### src/bvg_pkg.sv
// shared types, constants and discharge curve of the battery voltage gauge
package bvg_pkg;

    // field and register widths
    localparam int SAMPLE_W   = 12;
    localparam int DIVR_W     = 12;
    localparam int ALPHA_W    = 9;
    localparam int MV_W       = 13;
    localparam int PCT_W      = 7;
    localparam int CFG_IDX_W  = 3;
    localparam int CFG_DATA_W = 13;
    localparam int FRAC_W     = 8;
    localparam int SMOOTH_W   = MV_W + FRAC_W;
    localparam int SCALED_W   = SAMPLE_W + DIVR_W + 1 - FRAC_W;

    // shared multiplier and divider widths
    localparam int MUL_A_W  = SMOOTH_W;
    localparam int MUL_B_W  = DIVR_W;
    localparam int PROD_W   = MUL_A_W + MUL_B_W;
    localparam int EMA_W    = SMOOTH_W + ALPHA_W;
    localparam int ACC_W    = EMA_W + 1;
    localparam int QUOT_W   = PCT_W;
    localparam int NUM_W    = SMOOTH_W + PCT_W;
    localparam int REM_W    = NUM_W + 1;
    localparam int DCNT_W   = $clog2(QUOT_W);

    // constants
    localparam int ALPHA_ONE  = 256;
    localparam int ROUND_HALF = 128;
    localparam int PCT_MAX    = 100;

    // reset values of the configuration registers
    localparam logic [DIVR_W-1:0]  DIVIDER_RST  = DIVR_W'(512);
    localparam logic [ALPHA_W-1:0] ALPHA_RST    = ALPHA_W'(56);
    localparam logic [MV_W-1:0]    MIN_MV_RST   = MV_W'(2000);
    localparam logic [MV_W-1:0]    MAX_MV_RST   = MV_W'(5500);
    localparam logic [MV_W-1:0]    HIGH_MV_RST  = MV_W'(4600);
    localparam logic [PCT_W-1:0]   LOW_PCT_RST  = PCT_W'(20);
    localparam logic [PCT_W-1:0]   CRIT_PCT_RST = PCT_W'(10);

    // discharge curve
    localparam int KNOT_COUNT = 10;
    localparam int KNOT_IDX_W = 4;

    // configuration register indexes
    typedef enum logic [CFG_IDX_W-1:0] {
        REG_DIVIDER  = 3'd0,
        REG_ALPHA    = 3'd1,
        REG_MIN_MV   = 3'd2,
        REG_MAX_MV   = 3'd3,
        REG_HIGH_MV  = 3'd4,
        REG_LOW_PCT  = 3'd5,
        REG_CRIT_PCT = 3'd6
    } cfg_reg_t;

    // result status codes
    typedef enum logic [2:0] {
        ST_UNKNOWN  = 3'd0,
        ST_NO_ADC   = 3'd1,
        ST_OK       = 3'd2,
        ST_LOW      = 3'd3,
        ST_CRITICAL = 3'd4,
        ST_HIGH     = 3'd5
    } gauge_status_t;

    typedef enum logic [1:0] {
        RES_UNKNOWN,
        RES_NO_ADC,
        RES_VALID
    } result_kind_t;

    typedef enum logic [1:0] {
        MUL_SCALE,
        MUL_OLD,
        MUL_NEW,
        MUL_SEG
    } mul_sel_t;

    typedef enum logic [1:0] {
        PCT_TOP,
        PCT_ZERO,
        PCT_KNOT,
        PCT_INTERP
    } pct_sel_t;

    typedef enum logic [3:0] {
        S_IDLE,
        S_SCALE,
        S_CHECK,
        S_MUL_OLD,
        S_MUL_NEW,
        S_ACC,
        S_SEARCH,
        S_MUL_SEG,
        S_DIV_INIT,
        S_DIV,
        S_PCT,
        S_OUT
    } fsm_state_t;

    // controller to datapath
    typedef struct packed {
        logic         sample_load;
        logic         mul_en;
        mul_sel_t     mul_sel;
        logic         kind_load;
        result_kind_t kind;
        logic         seed;
        logic         acc_load;
        logic         smooth_load;
        logic         seg_clear;
        logic         seg_inc;
        logic         div_init;
        logic         div_step;
        logic         pct_load;
        pct_sel_t     pct_sel;
        logic         out_load;
    } dp_cmd_t;

    // datapath to controller
    typedef struct packed {
        logic sample_zero;
        logic in_window;
        logic have_sample;
        logic knot_hit;
        logic seg_first;
        logic seg_last;
        logic den_zero;
        logic div_last;
    } dp_status_t;

    // knot voltages in mV, highest first
    function automatic logic [MV_W-1:0] knot_mv(input logic [KNOT_IDX_W-1:0] idx);
        logic [MV_W-1:0] mv;
        case (idx)
            4'd0:    mv = MV_W'(4200);
            4'd1:    mv = MV_W'(4100);
            4'd2:    mv = MV_W'(4000);
            4'd3:    mv = MV_W'(3900);
            4'd4:    mv = MV_W'(3800);
            4'd5:    mv = MV_W'(3700);
            4'd6:    mv = MV_W'(3600);
            4'd7:    mv = MV_W'(3500);
            4'd8:    mv = MV_W'(3300);
            4'd9:    mv = MV_W'(3200);
            default: mv = '0;
        endcase
        return mv;
    endfunction

    // knot charge in percent
    function automatic logic [PCT_W-1:0] knot_pct(input logic [KNOT_IDX_W-1:0] idx);
        logic [PCT_W-1:0] pct;
        case (idx)
            4'd0:    pct = PCT_W'(100);
            4'd1:    pct = PCT_W'(90);
            4'd2:    pct = PCT_W'(80);
            4'd3:    pct = PCT_W'(65);
            4'd4:    pct = PCT_W'(50);
            4'd5:    pct = PCT_W'(35);
            4'd6:    pct = PCT_W'(20);
            4'd7:    pct = PCT_W'(10);
            4'd8:    pct = PCT_W'(5);
            4'd9:    pct = PCT_W'(0);
            default: pct = '0;
        endcase
        return pct;
    endfunction

endpackage

### src/bvg_datapath.sv
// datapath: configuration registers, shared multiplier, smoothing, curve search and divider
module bvg_datapath
    import bvg_pkg::*;
#(
    parameter int CURVE_POINTS = 10
) (
    input  logic                  clk,
    input  logic                  rst_n,
    input  logic                  cfg_valid,
    input  logic [CFG_IDX_W-1:0]  cfg_index,
    input  logic [CFG_DATA_W-1:0] cfg_data,
    input  logic [SAMPLE_W-1:0]   sample_mv,
    input  dp_cmd_t               cmd,
    output dp_status_t            stat,
    output logic                  present,
    output logic [MV_W-1:0]       voltage_mv,
    output logic [PCT_W-1:0]      percent,
    output logic                  low_flag,
    output logic                  critical_flag,
    output logic [2:0]            status
);

    localparam int POINTS = (CURVE_POINTS < KNOT_COUNT) ? CURVE_POINTS : KNOT_COUNT;
    localparam int SEG_W  = $clog2(CURVE_POINTS);

    // configuration registers
    logic [DIVR_W-1:0]  divider_reg;
    logic [ALPHA_W-1:0] alpha_reg;
    logic [MV_W-1:0]    min_mv_reg;
    logic [MV_W-1:0]    max_mv_reg;
    logic [MV_W-1:0]    high_mv_reg;
    logic [PCT_W-1:0]   low_pct_reg;
    logic [PCT_W-1:0]   crit_pct_reg;

    // working registers
    logic [SAMPLE_W-1:0] sample_reg;
    logic [PROD_W-1:0]   prod_reg;
    logic [MV_W-1:0]     scaled_reg;
    logic [SMOOTH_W-1:0] smoothed_reg;
    logic                have_reg;
    logic [ACC_W-1:0]    acc_reg;
    logic [SEG_W-1:0]    seg_reg;
    logic [REM_W-1:0]    rem_reg;
    logic [REM_W-1:0]    dsr_reg;
    logic [QUOT_W-1:0]   quot_reg;
    logic [DCNT_W-1:0]   dcnt_reg;
    logic [PCT_W-1:0]    pct_reg;
    result_kind_t        kind_reg;

    // output payload registers
    logic                present_reg;
    logic [MV_W-1:0]     voltage_reg;
    logic [PCT_W-1:0]    percent_reg;
    logic                low_reg;
    logic                crit_reg;
    gauge_status_t       status_reg;

    logic [SAMPLE_W+DIVR_W:0] scale_sum;
    logic [SCALED_W-1:0]      scaled_full;
    logic [ALPHA_W-1:0]       alpha_sat;
    logic [ALPHA_W-1:0]       alpha_inv;
    logic [KNOT_IDX_W-1:0]    knot_idx;
    logic [KNOT_IDX_W-1:0]    knot_prev;
    logic [MV_W-1:0]          lo_mv;
    logic [MV_W-1:0]          hi_mv;
    logic [SMOOTH_W-1:0]      lo_q8;
    logic [SMOOTH_W-1:0]      den;
    logic [PCT_W-1:0]         dp;
    logic [MUL_A_W-1:0]       mul_a;
    logic [MUL_B_W-1:0]       mul_b;
    logic [ACC_W-1:0]         ema_sum;
    logic                     div_ge;
    logic [PCT_W:0]           pct_sum;
    logic [PCT_W-1:0]         pct_next;
    logic [SMOOTH_W:0]        volt_sum;
    logic                     low_hit;
    logic                     crit_hit;
    gauge_status_t            valid_status;

    // configuration writes
    always_ff @(posedge clk or negedge rst_n)
    begin
        if (!rst_n)
        begin
            divider_reg  <= DIVIDER_RST;
            alpha_reg    <= ALPHA_RST;
            min_mv_reg   <= MIN_MV_RST;
            max_mv_reg   <= MAX_MV_RST;
            high_mv_reg  <= HIGH_MV_RST;
            low_pct_reg  <= LOW_PCT_RST;
            crit_pct_reg <= CRIT_PCT_RST;
        end
        else if (cfg_valid)
        begin
            case (cfg_index)
                REG_DIVIDER:  divider_reg  <= cfg_data[DIVR_W-1:0];
                REG_ALPHA:    alpha_reg    <= cfg_data[ALPHA_W-1:0];
                REG_MIN_MV:   min_mv_reg   <= cfg_data[MV_W-1:0];
                REG_MAX_MV:   max_mv_reg   <= cfg_data[MV_W-1:0];
                REG_HIGH_MV:  high_mv_reg  <= cfg_data[MV_W-1:0];
                REG_LOW_PCT:  low_pct_reg  <= cfg_data[PCT_W-1:0];
                REG_CRIT_PCT: crit_pct_reg <= cfg_data[PCT_W-1:0];
                default:      ;
            endcase
        end
    end

    // scaled reading and window check
    assign scale_sum   = (SAMPLE_W+DIVR_W+1)'(prod_reg[SAMPLE_W+DIVR_W-1:0])
                       + (SAMPLE_W+DIVR_W+1)'(ROUND_HALF);
    assign scaled_full = scale_sum[SAMPLE_W+DIVR_W:FRAC_W];

    // alpha saturates at one
    assign alpha_sat = (alpha_reg > ALPHA_W'(ALPHA_ONE)) ? ALPHA_W'(ALPHA_ONE) : alpha_reg;
    assign alpha_inv = ALPHA_W'(ALPHA_ONE) - alpha_sat;

    // current curve segment
    assign knot_idx  = KNOT_IDX_W'(seg_reg);
    assign knot_prev = knot_idx - KNOT_IDX_W'(1);
    assign lo_mv     = knot_mv(knot_idx);
    assign hi_mv     = knot_mv(knot_prev);
    assign lo_q8     = {lo_mv, {FRAC_W{1'b0}}};
    assign den       = {hi_mv - lo_mv, {FRAC_W{1'b0}}};
    assign dp        = knot_pct(knot_prev) - knot_pct(knot_idx);

    // operand selection for the shared multiplier
    always_comb
    begin
        case (cmd.mul_sel)
            MUL_SCALE:
            begin
                mul_a = MUL_A_W'(sample_reg);
                mul_b = divider_reg;
            end
            MUL_OLD:
            begin
                mul_a = smoothed_reg;
                mul_b = MUL_B_W'(alpha_inv);
            end
            MUL_NEW:
            begin
                mul_a = {scaled_reg, {FRAC_W{1'b0}}};
                mul_b = MUL_B_W'(alpha_sat);
            end
            MUL_SEG:
            begin
                mul_a = smoothed_reg - lo_q8;
                mul_b = MUL_B_W'(dp);
            end
            default:
            begin
                mul_a = '0;
                mul_b = '0;
            end
        endcase
    end

    // exponential average sum and divider compare
    assign ema_sum = acc_reg + ACC_W'(prod_reg[EMA_W-1:0]);
    assign div_ge  = rem_reg >= dsr_reg;

    // percent selection
    assign pct_sum = (PCT_W+1)'(knot_pct(knot_idx)) + (PCT_W+1)'(quot_reg);
    always_comb
    begin
        case (cmd.pct_sel)
            PCT_TOP:    pct_next = knot_pct(KNOT_IDX_W'(0));
            PCT_ZERO:   pct_next = '0;
            PCT_KNOT:   pct_next = knot_pct(knot_idx);
            PCT_INTERP: pct_next = (pct_sum > (PCT_W+1)'(PCT_MAX)) ? PCT_W'(PCT_MAX)
                                                                : pct_sum[PCT_W-1:0];
            default:    pct_next = '0;
        endcase
    end

    // smoothing state
    always_ff @(posedge clk or negedge rst_n)
    begin
        if (!rst_n)
        begin
            smoothed_reg <= '0;
            have_reg     <= 1'b0;
        end
        else if (cmd.seed)
        begin
            smoothed_reg <= {scaled_full[MV_W-1:0], {FRAC_W{1'b0}}};
            have_reg     <= 1'b1;
        end
        else if (cmd.smooth_load)
        begin
            smoothed_reg <= ema_sum[SMOOTH_W+FRAC_W-1:FRAC_W];
        end
    end

    // sequencing counters
    always_ff @(posedge clk or negedge rst_n)
    begin
        if (!rst_n)
        begin
            seg_reg  <= '0;
            dcnt_reg <= '0;
        end
        else
        begin
            if (cmd.seg_clear)
                seg_reg <= '0;
            else if (cmd.seg_inc)
                seg_reg <= seg_reg + SEG_W'(1);
            if (cmd.div_init)
                dcnt_reg <= DCNT_W'(QUOT_W - 1);
            else if (cmd.div_step)
                dcnt_reg <= dcnt_reg - DCNT_W'(1);
        end
    end

    // working payload registers
    always_ff @(posedge clk)
    begin
        if (cmd.sample_load)
            sample_reg <= sample_mv;
        if (cmd.mul_en)
            prod_reg <= PROD_W'(mul_a) * PROD_W'(mul_b);
        if (cmd.seed || cmd.kind_load)
            scaled_reg <= scaled_full[MV_W-1:0];
        if (cmd.acc_load)
            acc_reg <= ACC_W'(prod_reg[EMA_W-1:0]) + ACC_W'(ROUND_HALF);
        if (cmd.kind_load)
            kind_reg <= cmd.kind;
        if (cmd.pct_load)
            pct_reg <= pct_next;
        // restoring divide, one quotient bit per step
        if (cmd.div_init)
        begin
            rem_reg  <= REM_W'(prod_reg[NUM_W-1:0]) + REM_W'(den >> 1);
            dsr_reg  <= REM_W'(den) << (QUOT_W - 1);
            quot_reg <= '0;
        end
        else if (cmd.div_step)
        begin
            if (div_ge)
                rem_reg <= rem_reg - dsr_reg;
            dsr_reg  <= dsr_reg >> 1;
            quot_reg <= {quot_reg[QUOT_W-2:0], div_ge};
        end
    end

    // result fields of a valid reading
    assign volt_sum = (SMOOTH_W+1)'(smoothed_reg) + (SMOOTH_W+1)'(ROUND_HALF);
    assign low_hit  = pct_reg <= low_pct_reg;
    assign crit_hit = pct_reg <= crit_pct_reg;
    always_comb
    begin
        if (smoothed_reg > {high_mv_reg, {FRAC_W{1'b0}}})
            valid_status = ST_HIGH;
        else if (crit_hit)
            valid_status = ST_CRITICAL;
        else if (low_hit)
            valid_status = ST_LOW;
        else
            valid_status = ST_OK;
    end

    // output register
    always_ff @(posedge clk)
    begin
        if (cmd.out_load)
        begin
            if (kind_reg == RES_VALID)
            begin
                present_reg <= 1'b1;
                voltage_reg <= volt_sum[SMOOTH_W-1:FRAC_W];
                percent_reg <= pct_reg;
                low_reg     <= low_hit;
                crit_reg    <= crit_hit;
                status_reg  <= valid_status;
            end
            else
            begin
                present_reg <= 1'b0;
                voltage_reg <= '0;
                percent_reg <= '0;
                low_reg     <= 1'b0;
                crit_reg    <= 1'b0;
                status_reg  <= (kind_reg == RES_NO_ADC) ? ST_NO_ADC : ST_UNKNOWN;
            end
        end
    end

    // status towards the controller
    assign stat.sample_zero = sample_reg == '0;
    assign stat.in_window   = (scaled_full >= SCALED_W'(min_mv_reg))
                           && (scaled_full <= SCALED_W'(max_mv_reg));
    assign stat.have_sample = have_reg;
    assign stat.knot_hit    = smoothed_reg >= lo_q8;
    assign stat.seg_first   = seg_reg == '0;
    assign stat.seg_last    = seg_reg == SEG_W'(POINTS - 1);
    assign stat.den_zero    = hi_mv == lo_mv;
    assign stat.div_last    = dcnt_reg == '0;

    assign present       = present_reg;
    assign voltage_mv    = voltage_reg;
    assign percent       = percent_reg;
    assign low_flag      = low_reg;
    assign critical_flag = crit_reg;
    assign status        = status_reg;

endmodule

### src/bvg_ctrl.sv
// controller: sequences one sample through the datapath and runs both handshakes
module bvg_ctrl
    import bvg_pkg::*;
(
    input  logic       clk,
    input  logic       rst_n,
    input  logic       in_valid,
    output logic       in_ready,
    output logic       out_valid,
    input  logic       out_ready,
    input  dp_status_t stat,
    output dp_cmd_t    cmd
);

    fsm_state_t state_reg;
    fsm_state_t state_next;
    logic       out_valid_reg;
    logic       out_valid_next;
    logic       out_free;

    assign out_free = !out_valid_reg || out_ready;

    // state and output valid registers
    always_ff @(posedge clk or negedge rst_n)
    begin
        if (!rst_n)
        begin
            state_reg     <= S_IDLE;
            out_valid_reg <= 1'b0;
        end
        else
        begin
            state_reg     <= state_next;
            out_valid_reg <= out_valid_next;
        end
    end

    // next state and commands
    always_comb
    begin
        state_next  = state_reg;
        cmd         = '0;
        cmd.mul_sel = MUL_SCALE;
        cmd.kind    = RES_UNKNOWN;
        cmd.pct_sel = PCT_ZERO;
        in_ready    = 1'b0;
        out_valid_next = out_valid_reg && !out_ready;

        case (state_reg)
            S_IDLE:
            begin
                in_ready        = 1'b1;
                cmd.sample_load = in_valid;
                if (in_valid)
                    state_next = S_SCALE;
            end
            S_SCALE:
            begin
                cmd.mul_en  = 1'b1;
                cmd.mul_sel = MUL_SCALE;
                state_next  = S_CHECK;
            end
            S_CHECK:
            begin
                cmd.kind_load = 1'b1;
                cmd.seg_clear = 1'b1;
                if (stat.sample_zero)
                begin
                    cmd.kind   = RES_NO_ADC;
                    state_next = S_OUT;
                end
                else if (!stat.in_window)
                begin
                    cmd.kind   = RES_UNKNOWN;
                    state_next = S_OUT;
                end
                else if (!stat.have_sample)
                begin
                    cmd.kind   = RES_VALID;
                    cmd.seed   = 1'b1;
                    state_next = S_SEARCH;
                end
                else
                begin
                    cmd.kind   = RES_VALID;
                    state_next = S_MUL_OLD;
                end
            end
            S_MUL_OLD:
            begin
                cmd.mul_en  = 1'b1;
                cmd.mul_sel = MUL_OLD;
                state_next  = S_MUL_NEW;
            end
            S_MUL_NEW:
            begin
                cmd.mul_en   = 1'b1;
                cmd.mul_sel  = MUL_NEW;
                cmd.acc_load = 1'b1;
                state_next   = S_ACC;
            end
            S_ACC:
            begin
                cmd.smooth_load = 1'b1;
                state_next      = S_SEARCH;
            end
            // one knot compared per cycle, highest first
            S_SEARCH:
            begin
                if (stat.knot_hit && stat.seg_first)
                begin
                    cmd.pct_load = 1'b1;
                    cmd.pct_sel  = PCT_TOP;
                    state_next   = S_OUT;
                end
                else if (stat.knot_hit)
                begin
                    state_next = S_MUL_SEG;
                end
                else if (stat.seg_last)
                begin
                    cmd.pct_load = 1'b1;
                    cmd.pct_sel  = PCT_ZERO;
                    state_next   = S_OUT;
                end
                else
                begin
                    cmd.seg_inc = 1'b1;
                end
            end
            S_MUL_SEG:
            begin
                cmd.mul_en  = 1'b1;
                cmd.mul_sel = MUL_SEG;
                state_next  = S_DIV_INIT;
            end
            S_DIV_INIT:
            begin
                if (stat.den_zero)
                begin
                    cmd.pct_load = 1'b1;
                    cmd.pct_sel  = PCT_KNOT;
                    state_next   = S_OUT;
                end
                else
                begin
                    cmd.div_init = 1'b1;
                    state_next   = S_DIV;
                end
            end
            S_DIV:
            begin
                cmd.div_step = 1'b1;
                if (stat.div_last)
                    state_next = S_PCT;
            end
            S_PCT:
            begin
                cmd.pct_load = 1'b1;
                cmd.pct_sel  = PCT_INTERP;
                state_next   = S_OUT;
            end
            // hold until the output register is free
            S_OUT:
            begin
                if (out_free)
                begin
                    cmd.out_load   = 1'b1;
                    out_valid_next = 1'b1;
                    state_next     = S_IDLE;
                end
            end
            default:
            begin
                state_next = S_IDLE;
            end
        endcase
    end

    assign out_valid = out_valid_reg;

endmodule

### src/battery_voltage_gauge_core.sv
// top level of the battery voltage gauge: controller, datapath and checks
//
// channel   direction  handshake             payload
// in        request in in_valid / in_ready    sample_mv
// out       result out out_valid / out_ready  present, voltage_mv, percent, low_flag,
//                                             critical_flag, status
// cfg       write in   cfg_valid / cfg_ready  cfg_index, cfg_data
//
// a zero or out-of-window sample goes from the check straight to the output, with no smoothing or search
// a valid reading uses up to four products on the one shared
// 21x12 multiplier, a curve search of one knot per cycle and a 7-step restoring divide
// one request at a time; a new request is taken while the previous result waits
// a stalled output holds the controller in S_OUT, with the next result in the datapath, until the register frees
// reset clears the smoothing state at once; no clearing pass
module battery_voltage_gauge_core
    import bvg_pkg::*;
#(
    parameter int CURVE_POINTS = 10
) (
    input  logic                  clk,
    input  logic                  rst_n,
    input  logic                  in_valid,
    output logic                  in_ready,
    input  logic [SAMPLE_W-1:0]   sample_mv,
    output logic                  out_valid,
    input  logic                  out_ready,
    output logic                  present,
    output logic [MV_W-1:0]       voltage_mv,
    output logic [PCT_W-1:0]      percent,
    output logic                  low_flag,
    output logic                  critical_flag,
    output logic [2:0]            status,
    input  logic                  cfg_valid,
    output logic                  cfg_ready,
    input  logic [CFG_IDX_W-1:0]  cfg_index,
    input  logic [CFG_DATA_W-1:0] cfg_data
);

    dp_cmd_t    cmd;
    dp_status_t stat;

    // configuration writes are always taken
    assign cfg_ready = 1'b1;

    bvg_ctrl u_ctrl (
        .clk       (clk),
        .rst_n     (rst_n),
        .in_valid  (in_valid),
        .in_ready  (in_ready),
        .out_valid (out_valid),
        .out_ready (out_ready),
        .stat      (stat),
        .cmd       (cmd)
    );

    bvg_datapath #(
        .CURVE_POINTS (CURVE_POINTS)
    ) u_datapath (
        .clk           (clk),
        .rst_n         (rst_n),
        .cfg_valid     (cfg_valid),
        .cfg_index     (cfg_index),
        .cfg_data      (cfg_data),
        .sample_mv     (sample_mv),
        .cmd           (cmd),
        .stat          (stat),
        .present       (present),
        .voltage_mv    (voltage_mv),
        .percent       (percent),
        .low_flag      (low_flag),
        .critical_flag (critical_flag),
        .status        (status)
    );

`ifndef SYNTHESIS
    // a present result carries a battery status
    assert property (@(posedge clk) disable iff (!rst_n)
        out_valid && present |-> status != ST_UNKNOWN && status != ST_NO_ADC)
        else $error("present result with no battery status");

    // an absent result has all value fields cleared
    assert property (@(posedge clk) disable iff (!rst_n)
        out_valid && !present |-> voltage_mv == '0 && percent == '0
                                  && !low_flag && !critical_flag)
        else $error("absent result with nonzero fields");

    // percent stays on the curve range
    assert property (@(posedge clk) disable iff (!rst_n)
        out_valid |-> percent <= PCT_W'(PCT_MAX))
        else $error("percent above full charge");

    // an accepted request moves the controller out of idle
    assert property (@(posedge clk) disable iff (!rst_n)
        in_valid && in_ready |=> !in_ready)
        else $error("request taken while one is in progress");
`endif

endmodule
### config.mk
export PLATFORM = sky130hd
export DESIGN_NAME = battery_voltage_gauge_core
export DESIGN_NICKNAME = d
export VERILOG_FILES = /design/src/bvg_pkg.sv /design/src/bvg_datapath.sv /design/src/bvg_ctrl.sv /design/src/battery_voltage_gauge_core.sv
export SDC_FILE = /design/constraint.sdc
export NUM_CORES = 1
export LEC_CHECK = 0
export BUFFER_PORTS_ARGS = -buffer_cell sky130_fd_sc_hd__buf_2
export CAP_MARGIN = 20
export CORE_UTILIZATION = 35
export CTS_BUF_LIST = sky130_fd_sc_hd__clkbuf_4
export DETAILED_ROUTE_END_ITERATION = 10
export REMOVE_ABC_BUFFERS = 1
export SLEW_MARGIN = 25
export SYNTH_ARGS = -nofsm -noshare
export SYNTH_HDL_FRONTEND = slang
export SYNTH_SLANG_ARGS = --single-unit
### constraint.sdc
create_clock -name clk -period 22.7 [get_ports clk]
set_clock_uncertainty 0.15 [all_clocks]
set_input_delay 1.135 -clock clk [delete_from_list [all_inputs] [get_ports clk]]
set_output_delay 1.135 -clock clk [all_outputs]
set_load 0.01 [all_outputs]
[Yosys cells after proc, flatten, opt, wreduce, memory -nomap -nowiden]
Memory sizes are Yosys's and may differ from the RTL's.
Cells that the tools add are included.
Word-level totals
  output and inout bits: 29
  memories kept: 6
  ROM bits: 800
  bits in registers: 289
Cells by class
  $add $sub $neg: 14
  equality and inequality tests: 31
  $mul: 1
  reductions and logical operators: 28
  bitwise operators: 1
  muxes and demuxes: 61
  magnitude comparators: 9
Memories
  (name not given): words 16, bits a word 11, rd ports 1, clocked after Yosys merged registers in 0, write ports 0, RTL line bvg_pkg.sv:135  | case (idx)
  (name not given): words 16, bits a word 11, rd ports 1, clocked after Yosys merged registers in 0, write ports 0, RTL line bvg_pkg.sv:135
  (name not given): words 16, bits a word 7, rd ports 1, clocked after Yosys merged registers in 0, write ports 0, RTL line bvg_pkg.sv:154  | case (idx)
  (name not given): words 16, bits a word 7, rd ports 1, clocked after Yosys merged registers in 0, write ports 0, RTL line bvg_pkg.sv:154
  (name not given): words 16, bits a word 7, rd ports 1, clocked after Yosys merged registers in 0, write ports 0, RTL line bvg_pkg.sv:154
  (name not given): words 16, bits a word 7, rd ports 1, clocked after Yosys merged registers in 0, write ports 0, RTL line bvg_pkg.sv:154
Operators with widths (number)
  $mux W29: 3
  $pmux W21 S4: 1
  $mux W27: 2
  $pmux W12 S4: 1
  $pmux W4 S12: 1
  $mux W4: 11
  $mux W21: 2
  $mux W3: 10
  $add A28 B20 Y29: 1
  $add A29 B29 Y29: 1
  $add A29 B8 Y29 const B: 1
  $ge A29 B27 Y1: 1
  $mul A21 B12 Y29: 1
  $sub A29 B27 Y29: 1
  $pmux W7 S4: 1
  $add A24 B8 Y25 const B: 1
  $mux W1: 22
  $add A21 B8 Y21 const B: 1
  $ge A21 B21 Y1: 1
  $gt A21 B21 Y1: 1
  $sub A21 B21 Y21: 1
  $eq A4 B4 Y1 const B: 5
  $ge A17 B13 Y1: 1
  $le A17 B13 Y1: 1
  39 further kinds: 73

[Logic depth before layout (Yosys ltp)]
  depth in word-level cells: 7
  mapped depth: 41
  gate-level depth less buffers: 38

[Cells and area by module]
A second synthesis with hierarchy kept.
Second synthesis, totals
  cell total of the unflattened synthesis: 2773
  area total of the unflattened synthesis: 26167.6 um^2
By module, submodules not included
  bvg_datapath: area an instance 25595.8 um^2, instances 1, cells each 2702
  bvg_ctrl: area an instance 560.5 um^2, instances 1, cells each 69
  battery_voltage_gauge_core: area an instance 11.3 um^2, instances 1, cells each 2

[Worst setup path before layout]
No wires, ideal clock.
  path type: reg2reg
  start point: reg u_datapath.seg_reg[0] (netlist: u_datapath.knot_idx[0])
  end point: reg u_datapath.prod_reg[28] (data pin)
  setup slack: 13.815 ns
  required time: 22.282 ns
  data arrival time: 8.467 ns
  library setup time: 0.268 ns
  cell stages (with the launch flop): 38
  path through: dfrtp_1 -> clkbuf_2 -> inv_1 -> ha_1 -> ha_1 -> clkbuf_1 -> mux2i_1 -> and2_1 -> ha_1 -> nor2b_1 -> o21ai_0 -> nand2b_1 -> a21o_1 -> a21oi_1 -> xor2_1 -> o221ai_1 -> o21a_1 -> buf_2 -> [2 not listed] -> fa_1 -> inv_1 -> fa_1 -> fa_1 -> inv_1 -> fa_1 -> inv_1 -> ha_1 -> a21oi_1 -> o21ai_0 -> a21o_1 -> a22o_1 -> a211oi_1 -> o21ai_1 -> a21o_1 -> a41o_1 -> o41ai_1 -> xnor2_1
Between the ends
  word-level cells in the longest chain between the ends: 5
  elaborated cells on any way between the ends: 9
  classes of those cells: 3 x add/sub; 1 x mul; 2 x mux; 3 x memory
Ends and longest elaborated chain
  start, declared: RTL line bvg_datapath.sv:42  | logic [SEG_W-1:0] seg_reg;
  start signal, assigned: RTL line bvg_datapath.sv:208  | seg_reg <= seg_reg + SEG_W'(1);
  $sub A4 B1 Y4: RTL line bvg_datapath.sv:119  | assign knot_prev = knot_idx - KNOT_IDX_W'(1);
  $mem_v2 Z16 W7
  $sub A7 B7 Y7: RTL line bvg_datapath.sv:124  | assign dp = knot_pct(knot_prev) - knot_pct(knot_idx);
  $pmux W12 S4: RTL line bvg_datapath.sv:129  | case (cmd.mul_sel)
  $mul A21 B12 Y29 *: RTL line bvg_datapath.sv:222  | prod_reg <= PROD_W'(mul_a) * PROD_W'(mul_b);
  end signal, assigned: RTL line bvg_datapath.sv:222
  end, declared: RTL line bvg_datapath.sv:37  | logic [PROD_W-1:0] prod_reg;
Mark *: on every way between the ends. The rest lies on a longest branch, timed or not.
A chain may end at the register's enable or synchronous reset.

[Worst setup path in the final report]
Same ends and word-level chain as after synthesis.

==> summary.md <==
| Metric | Value |
|---|---|
| Outcome | complete, no violations |
| Avg WL per Cell | 17.93 um |
| Initial DRC count | 1393 |
| Cell Area, Synth | 25260 sq um |
| Via count | 19455 |
| Critical path type | reg -> reg |
| Largest net degree at the start of global routing | 66 |
| Total grt overflow | 0 |
| Met1 Resource Use GR | 26.79% |
| Die X | 270.7 um |
| Boundary Pins | 62 |
| Post-synthesis sequential area ratio | 31.53% |
| First-pass iteration count of the detailed router | 6 |
| Rows | 98 |
| Initial antenna violation count | 2 |
| GRT Util Overall | 18.98% |
| Min Tclk post-route | 10.05 ns |
| Core area | 71490 sq um |
| Initial core utilization | 35.34% |
| Post-DR vias/cell | 5.080 |
| Worst-Skew Late Latency | 0.85 ns |
| Vias in the first global route | 19435 |
| Share of cells above drive strength 1 | 12.33% |
| Clk sinks | 289 |
| Worst-Margin Slew | 1.051 ns |
| Setup Fix Bufs, Post-CTS | 0 |
| CP endpoint kind | flip-flop |
| Final GP Congestion | 0.8959 |
| DRT Wirelength | 68.67 mm |
| Post-Syn Instances | 2687 |
| Slowest-stage cell, CP | o221ai_1 |
| Hold Buf Count CTS | 0 |
| # Max-Cap Violations | 0 |
| Critical path peak fanout | 12 |
| Final setup viols | 0 |
| Final Slew Violations | 0 |
| Final Hold Fails | 0 |
| Fin crit share | 44.27% |
| Most used DFF post-synth | edfxtp_1 |
| Inst Count DP | 3669 |
| Clk buf depth | 3 |
| Synth cell types | 84 |
| Yosys warns | 0 |
| Nets | 3249 |
| I/O Buffers | 60 |
| Cell family with most CP delay | adder cells |
| Required @ worst endpoint | 23.10 ns |
| Met3 Use GR | 2.885% |
| FFs w/ async S/R, synth | 37.37% |
| Die Ht | 270.7 um |
| RSZ-0062 raised after global routing | no |
| CP peak stage delay | 0.72 ns |
| Area of placed instances | 26800 sq um |
| Clk root buf | clkbuf_4 |
| Global routing's busiest layer | met2 |
| Drt drc | 0 |
| Max frequency | 99.51 MHz |
| Cell repeated most along the worst path | fa_1 |
| CTS clk-pin slew, worst paths | 0.08 ns |
| HP Class | in -> async |
| Area grow syn2layout | 10.92% |
| First-pass GRT wire length | 109.5 mm |
| Startpoint types | flip-flop |
| Die area | 73250 sq um |
| Post-CTS sizing | 0 |
| Fin cells | 3830 |
| Design Area, Final | 28020 sq um |
| CP Buf/Inv Count | 4 |
| #FFs+latches synth | 289 |
| EDFF count, synth | 160 |
| H-tree Lvls | 3 |
| Setup TNS | 0 ns |
| Worst r2r path cells | 34 |
| Post-DRT Antenna Nets | 0 |
| Total CTS buffers | 84 |
| M2 GR Usage | 30.13% |
| WP depth | 34 |
| Syn Area/Cell | 9.401 sq um |
| CTS tree | built |
| Hpwl dp | 53.26 mm |
| Headroom to the max-slew limit | 29.37% |
| Crit path arrival time | 10.45 ns |
## stage by stage
step,hold slack [ns],utilization [%],setup WS (ns)
5_1_grt,0.1461,39.20,12.10
2_1_floorplan,0.2906,-,13.73
6_report,0.1628,39.20,12.65
4_1_cts,0.1358,39.13,12.69
3_3_place_gp,0.3080,37.49,12.91
3_5_place_dp,0.3133,37.49,12.78
## layout make-up
| cell class | instances | area [sq um] |
|---|---|---|
| multi-input cells | 1972 | 15730 |
| fillers | 7147 | 43470 |
| flip-flops and latches | 289 | 7964 |
| clock buffers | 127 | 953.4 |
| clock inverters | 31 | 220.2 |
| well taps | 950 | 1189 |
| inverters | 362 | 1360 |
| diodes | 2 | 5.005 |
| repair buffers | 97 | 600.6 |
## logic make-up (layout without fill, tap and decap cells)
kind of cell / count (synthesis) / in the layout / synth area share, %
adders and majority gates: 410 / 410 / 25.98
other: 2 / 21 / 0.02973
AOI/OAI and AO/OA: 526 / 526 / 13.23
xor gates and xnor gates: 150 / 150 / 5.201
and+or+nand+nor: 811 / 811 / 14.90
muxes: 56 / 56 / 2.467
buffers and inverters: 443 / 617 / 6.667
DFF: 289 / 289 / 31.53
## routing by layer
layer | wire [um] | up-vias
met1 | 32400 | 9526
met4 | 1479 | 0
met5 | 0 | -
met2 | 31100 | 490
met3 | 3684 | 106
li1 | - | 9333
## cell usage in the layout (no fill, tap or decap), types with 59 or more instances in the layout
master	netlist	layout
edfxtp_1	160	160
xnor2_1	93	93
a21oi_1	139	137
nand2_1	384	384
fa_1	191	191
clkbuf_4	0	127
nor2_1	133	131
inv_1	361	360
dfrtp_1	79	79
buf_2	13	59
ha_1	219	219
o21ai_0	132	132
## worst paths after layout
kind                                                     from                                      to  slack [ns]
setup / recovery           u_datapath.knot_idx[0]$_DFFE_PN0P_       u_datapath.prod_reg[28]$_DFFE_PP_       12.65
hold / removal                                          rst_n    u_datapath.max_mv_reg[1]$_DFFE_PN0P_        0.16
setup reg to reg           u_datapath.knot_idx[0]$_DFFE_PN0P_       u_datapath.prod_reg[28]$_DFFE_PP_       12.65
hold reg to reg              u_datapath.prod_reg[6]$_DFFE_PP_         u_datapath.acc_reg[6]$_DFFE_PP_        0.31
max in group asynchronous                               rst_n  u_datapath.smoothed_reg[8]$_DFFE_PN0P_       20.85
min in group clk             u_datapath.prod_reg[6]$_DFFE_PP_         u_datapath.acc_reg[6]$_DFFE_PP_        0.31
## cells in the mapped netlist, drive strengths merged (19+ instances only)
cell type	instances	area share (%)
nor2	136	2.1
mux2	50	2.2
o21a	25	0.74
and2	38	0.94
o21bai	24	0.71
a21o	59	1.8
nand2	384	5.7
nand3	57	1.1
nand2b	31	0.77
fa	191	15
buf	19	0.36
dfrtp	79	7.8
dfstp	29	3.0
edfxtp	160	19
xor2	57	2.0
a21oi	139	2.8
dfxtp	21	1.7
xnor2	93	3.2
ha	219	11
clkbuf	62	0.93
o21ai	145	2.9
inv	361	5.4
nor3	29	0.63
nor2b	44	1.1
nand4	24	0.62
Power is left out: the tool's default activity adds up to more than one toggle a clock period on the data nets, which glitch-free logic cannot reach.
